### src/rtl/core/gn2d_pkg.sv
// Shared types and constants for the 2D gradient noise pipeline.
// Used by gn2d_hash, gn2d_fade, gn2d_blend and gradient_noise_2d; depends on nothing.
`timescale 1ns / 1ps
`default_nettype none

package gn2d_pkg;

    // Formats fixed by the field widths of the stream.
    localparam int FRAC_BITS  = 16;                 // fraction bits of a coordinate
    localparam int TABLE_SIZE = 256;                // permutation table entries
    localparam int TAB_AW     = $clog2(TABLE_SIZE); // table address bits
    localparam int BYTE_W     = 8;                  // table entry width
    localparam int COORD_W    = 24;                 // coordinate width
    localparam int GRAD_FRAC  = 7;                  // gradient component is (p-128)/128

    // Command codes carried in tuser.
    localparam logic CMD_LOAD = 1'b0;
    localparam logic CMD_EVAL = 1'b1;

    // Fade polynomial 6t^5 - 15t^4 + 10t^3 as t^3 * (6t^2 - 15t + 10).
    localparam int FADE_A = 6;
    localparam int FADE_B = 15;
    localparam int FADE_C = 10;
    localparam int POLY_W = FRAC_BITS + 4;          // poly stays below 11.0

    // Datapath widths.
    localparam int MUL_W  = BYTE_W + FRAC_BITS + 1;     // gradient times offset
    localparam int DOT_W  = MUL_W + 1;                  // sum of two products
    localparam int DIFF_W = DOT_W + 1;                  // b - a of a blend
    localparam int PROD_W = FRAC_BITS + 1 + DIFF_W;     // fade times difference
    localparam int RND_W  = DOT_W + 1;                  // value plus offset and half
    localparam int OUT_W  = 18;                         // noise_value width
    localparam int OUT_SHIFT = GRAD_FRAC + 1;           // drop to FRAC_BITS and halve
    localparam int TDATA_OUT_W = 24;                    // OUT_W padded to bytes

    // Adds 1.0 in Q.(FRAC_BITS+7) and a half unit of the final shift.
    localparam logic signed [RND_W-1:0] ROUND_ADD =
        RND_W'((64'd1 << (FRAC_BITS + GRAD_FRAC)) + (64'd1 << (OUT_SHIFT - 1)));

    typedef logic [FRAC_BITS-1:0] t_frac;
    typedef logic [TAB_AW-1:0]    t_tab_addr;
    typedef logic [BYTE_W-1:0]    t_byte;

    // Control that travels with each stage.
    typedef struct packed {
        logic valid;
        logic load;
    } t_ctl;

    // Two table bytes that form one corner gradient.
    typedef struct packed {
        t_byte gy;
        t_byte gx;
    } t_grad_pair;

endpackage

`default_nettype wire

### src/rtl/core/gn2d_fade.sv
// Fade curve 6t^5-15t^4+10t^3 for both fractions, three multiply stages.
// Depends on gn2d_pkg.
`timescale 1ns / 1ps
`default_nettype none

module gn2d_fade (
    input  wire logic                   i_clk,
    input  wire logic                   i_en,
    input  wire gn2d_pkg::t_frac [1:0]  i_t,
    output gn2d_pkg::t_frac [1:0]       o_t,
    output gn2d_pkg::t_frac [1:0]       o_f
);

    localparam int FB = gn2d_pkg::FRAC_BITS;
    localparam int PW = gn2d_pkg::POLY_W;

    for (genvar k = 0; k < 2; k++) begin : g_lane
        gn2d_pkg::t_frac r1_t, r1_t2;
        gn2d_pkg::t_frac r2_t, r2_t3;
        logic [PW-1:0]   r2_poly;
        gn2d_pkg::t_frac r3_t, r3_f;

        logic [2*FB-1:0] w_sq;
        logic [2*FB-1:0] w_cube;
        logic [PW-1:0]   w_poly;
        logic [FB+PW-1:0] w_prod;

        assign w_sq   = (2*FB)'(i_t[k]) * (2*FB)'(i_t[k]);
        assign w_cube = (2*FB)'(r1_t2) * (2*FB)'(r1_t);
        // Always positive on [0,1): the polynomial falls from 10 to 1.
        assign w_poly = PW'(gn2d_pkg::FADE_A) * PW'(r1_t2)
                      + (PW'(gn2d_pkg::FADE_C) << FB)
                      - PW'(gn2d_pkg::FADE_B) * PW'(r1_t);
        assign w_prod = (FB+PW)'(r2_t3) * (FB+PW)'(r2_poly);

        always_ff @(posedge i_clk) begin
            if (i_en) begin
                r1_t    <= i_t[k];
                r1_t2   <= w_sq[2*FB-1:FB];
                r2_t    <= r1_t;
                r2_t3   <= w_cube[2*FB-1:FB];
                r2_poly <= w_poly;
                r3_t    <= r2_t;
                // Fade stays below 1.0, so the top bits are zero.
                r3_f    <= w_prod[2*FB-1:FB];
            end
        end

        assign o_t[k] = r3_t;
        assign o_f[k] = r3_f;
    end

endmodule

`default_nettype wire

### config.mk
export PLATFORM = sky130hd
export DESIGN_NAME = gn2d_fade
export DESIGN_NICKNAME = d
export VERILOG_FILES = /design/src/rtl/core/gn2d_pkg.sv /design/src/rtl/core/gn2d_fade.sv
export SDC_FILE = /design/constraint.sdc
export NUM_CORES = 2
export LEC_CHECK = 0
export BUFFER_PORTS_ARGS = -buffer_cell sky130_fd_sc_hd__buf_2
export CORE_MARGIN = 8
export CORE_UTILIZATION = 41
export CTS_BUF_LIST = sky130_fd_sc_hd__clkbuf_2
export DETAILED_ROUTE_END_ITERATION = 10
export REMOVE_ABC_BUFFERS = 1
export SLEW_MARGIN = 20
export SYNTH_ARGS = -nofsm -noshare
export SYNTH_HDL_FRONTEND = slang
export SYNTH_SLANG_ARGS = --single-unit
export TNS_END_PERCENT = 30
### constraint.sdc
create_clock -name i_clk -period 12.7 [get_ports i_clk]
set_input_delay 0.635 -clock i_clk [delete_from_list [all_inputs] [get_ports i_clk]]
set_output_delay 0.635 -clock i_clk [all_outputs]
set_load 0.005 [all_outputs]
==> results.rst <==
.. list-table::
   :header-rows: 1

   * - Metric
     - Value
   * - Status
     - finished, final reports clean
   * - Register area share after synthesis
     - 0.1146
   * - Max-cap viol count
     - 0
   * - Worst hold path endpoint
     - g_lane[1].r1_t[10]
   * - Number of sinks on the clock net
     - 230
   * - Overall fraction of global-route tracks in use
     - 0.1876
   * - Kind of end point of the critical path
     - flop
   * - Startpoint type of the worst setup path
     - flop
   * - Drc violations
     - 0
   * - Router iterations before antenna repair
     - 5
   * - Critical path class
     - flop to flop
   * - Drt initial violations
     - between 1,500 and 2,000
   * - H-tree levels
     - 3
   * - Die height
     - 399.4 um
   * - Commonest non-fill, non-tap cell in the layout
     - inv_1
   * - Chip Width
     - ~400 um
   * - Worst setup skew after layout
     - ~110 ps
   * - Number of distinct library cells after synthesis
     - 67
   * - Synth-to-Final Area Change
     - 5.389%
   * - Boundary Pins
     - roughly 100
   * - Average wire length per cell after detail routing
     - approximately 18 um
   * - HPWL after DPL
     - ~110 mm
   * - Largest net degree at the start of global routing
     - between 60 and 70
   * - Number of enable-type register cells in the synthesized netlist
     - 230
   * - Async SR Flop Fraction
     - 0
   * - Number of failing setup endpoints in the final timing report
     - 0
   * - Tightest Pin Transition
     - between 1000 and 1500 ps
   * - Headroom to the max-slew limit
     - 0.2744
   * - Pins over their slew limit
     - 0
   * - Routed vias
     - between 40,000 and 50,000
   * - Drt total wl
     - approximately 140 mm
   * - Number of hold violations in the final report
     - 0
   * - Routed vias/inst
     - 4.917
   * - Avg Cell Area, Syn
     - around 9.6 um2
   * - Synthesis Warnings
     - 0
   * - Port Buffers
     - 97
   * - Setup slack on the worst flop-to-flop path
     - 5390 ps
   * - Share of the clock period used by the worst path after layout
     - 0.5756
   * - Final critical delay including setup and external delays
     - 7310 ps
   * - TritonCTS buffer count
     - between 70 and 80
   * - Cell count of the worst hold path
     - 2
   * - Required @ worst endpoint
     - approximately 14,000 ps
   * - Fraction of layout cells with a size suffix above 1
     - 0.03920
   * - Main synth FF type
     - edfxtp_1
   * - Initial Utilization
     - 0.4134
   * - Post-DRT Antenna Nets
     - 0
   * - Num rows
     - 140
   * - Max Buffers Root-to-Sink
     - 3
   * - Die Area
     - between 150,000 and 200,000 um2
   * - Routability Congestion
     - 0.8579
   * - RSZ-0062 raised after global routing
     - false
   * - Cell area after technology mapping
     - between 60,000 and 70,000 um2
   * - Clk Tree Root Cell
     - clkbuf_2
   * - Worst-skew pair later-pin latency
     - between 1000 and 1500 ps
   * - Setup TNS Final
     - 0 ps
   * - Number of synthesized register bits
     - between 200 and 250
   * - Global-route wire length before repair
     - approximately 240 mm
   * - Leading cell types in the layout, fill and taps excluded
     - inv_1, fa_1, nand2_1
   * - Critical path fanouts, max
     - 20
   * - Setup Fix Bufs, Post-CTS
     - 0
   * - Mapped Cells
     - around 6,300
   * - Tightest Hold Check Type
     - input port to flop
   * - CTS tree
     - yes
   * - Clock-pin slew reported for the worst setup and hold paths after clock tree synthesis
     - 110 ps
   * - Final global-route overflow total
     - 0
   * - Via count of the first global-routing pass
     - roughly 45,000
   * - Startpoint of the worst register-to-register path
     - g_lane[0].r2_t3[4]
   * - Maximum achievable frequency
     - between 100 and 150 MHz
   * - Endpoint of the most critical register-to-register path
     - g_lane[0].r3_f[15]
   * - Worst hold start
     - i_t[26]
   * - Cells on worst reg2reg path
     - 20
   * - Initial antenna violation count
     - 5
   * - Nets@finish
     - ~8,300
   * - Core area
     - between 100,000 and 150,000 um2
   * - Crit path DAT
     - 8250 ps
   * - PostCTS Resize Cnt
     - 0
==> worst max path at each step <==
stage	startpoint	end	slack [ps]	depth (start not counted)
after floorplan	i_t[8]	g_lane[0].r1_t2[14]	6380	25
after global routing	g_lane[0].r2_t3[3]	g_lane[0].r3_f[15]	4940	21
after CTS	g_lane[0].r2_t3[4]	g_lane[0].r3_f[15]	5280	22
final	g_lane[0].r2_t3[4]	g_lane[0].r3_f[15]	5390	20
after global placement	g_lane[0].r2_t3[5]	g_lane[0].r3_f[15]	5450	20
after detailed placement	g_lane[0].r2_t3[5]	g_lane[0].r3_f[15]	5460	22
==> cells in the mapped netlist, types with 9 or more instances <==
library cell | number | share of area
a21oi_1 | 79 | 0.0066
o211ai_1 | 16 | 0.0020
nor3_1 | 39 | 0.0032
nand3_1 | 25 | 0.0021
ha_1 | 685 | 0.14
o21bai_1 | 14 | 0.0017
xor2_1 | 39 | 0.0057
a21o_1 | 40 | 0.0050
a211oi_1 | 13 | 0.0016
and3_1 | 14 | 0.0015
nor2_1 | 168 | 0.010
xnor2_1 | 128 | 0.019
nand2_1 | 788 | 0.049
nand2b_1 | 17 | 0.0018
edfxtp_1 | 230 | 0.11
and2_1 | 615 | 0.064
nand4_1 | 17 | 0.0018
o21ai_0 | 53 | 0.0044
or2_2 | 10 | 0.0010
o21a_1 | 27 | 0.0034
clkbuf_1 | 200 | 0.012
fa_1 | 1292 | 0.43
or3_1 | 9 | 0.00093
inv_1 | 1614 | 0.10
nor2b_1 | 23 | 0.0024
==> cell type report <==
class,count,area [um2]
diodes,8,20.02
repair buffers,150,975.9
clock inverters,30,122.6
fillers,14280,82240
clock buffers,97,485.5
well taps,1917,2399
multi-input cells,4204,46530
flip-flops and latches,230,6907
inverters,1615,6062
==> state kept, by name (all words and copies together) (netlist names) <==
register,cells
g_lane.r1_t,32
g_lane.r1_t2,32
g_lane.r2_poly,38
g_lane.r2_t,32
g_lane.r2_t3,32
g_lane.r3_f,32
g_lane.r3_t,32
==> cell families (layout without fill, tap and decap cells) <==
| kind of cell | after synthesis | in the layout | synth area share |
|---|---|---|---|
| flops | 230 | 230 | 0.1146 |
| buf+inv | 1816 | 1892 | 0.1132 |
| fa+ha+maj | 1977 | 1977 | 0.5715 |
| compound gates | 320 | 320 | 0.03636 |
| simple gates | 1737 | 1737 | 0.1395 |
| xor+xnor | 167 | 167 | 0.02428 |
| mux | 3 | 3 | 0.0005399 |
| other cells | 0 | 8 | 0 |
==> through the flow <==
stage	cells	area [um2]	setup WS (ps)	util	hold WS (ps)
after global placement	8083	62540	5453	0.4291	401.7
after global routing	8248	63490	4939	0.4357	210.3
after CTS	8243	63480	5279	0.4356	133.3
after floorplan	6049	59500	6378	-	400.3
final	8251	63500	5390	0.4357	335.1
after detailed placement	8083	62540	5455	0.4291	405.2
==> critical path, cell delays in order (launching register included) <==
cell      delay [ps]
edfxtp_1         750
and2_1           340
fa_1             530
inv_1             50
fa_1             460
fa_1             500
fa_1             560
inv_1             50
fa_1             510
fa_1             430
ha_1             310
a41oi_1          180
o221ai_1         130
a31oi_1          410
o21ai_1          260
a221o_1          390
o21ai_2          380
o21ai_1          200
nor4_1           220
nor3_1           120
xnor2_1          160
==> what timing repair did <==
action | in CTS | in global routing
hold buffers | 33 | 0
endpoints found under the hold margin | 94 | 0
setup endpoints to repair | 0 | 0
==> routing by layer <==
layer  part of all wire  GRT usage  vias to the layer above
met5           0.000090          0                        -
met3              0.057    0.03138                      226
met1               0.44     0.2511                    20790
met2               0.47     0.3168                      936
met4              0.024    0.04863                        2
li1                   -          -                    18620
Power is not shown: default switching activity piles up to over one toggle a cycle in this logic, so the estimate is an artifact.
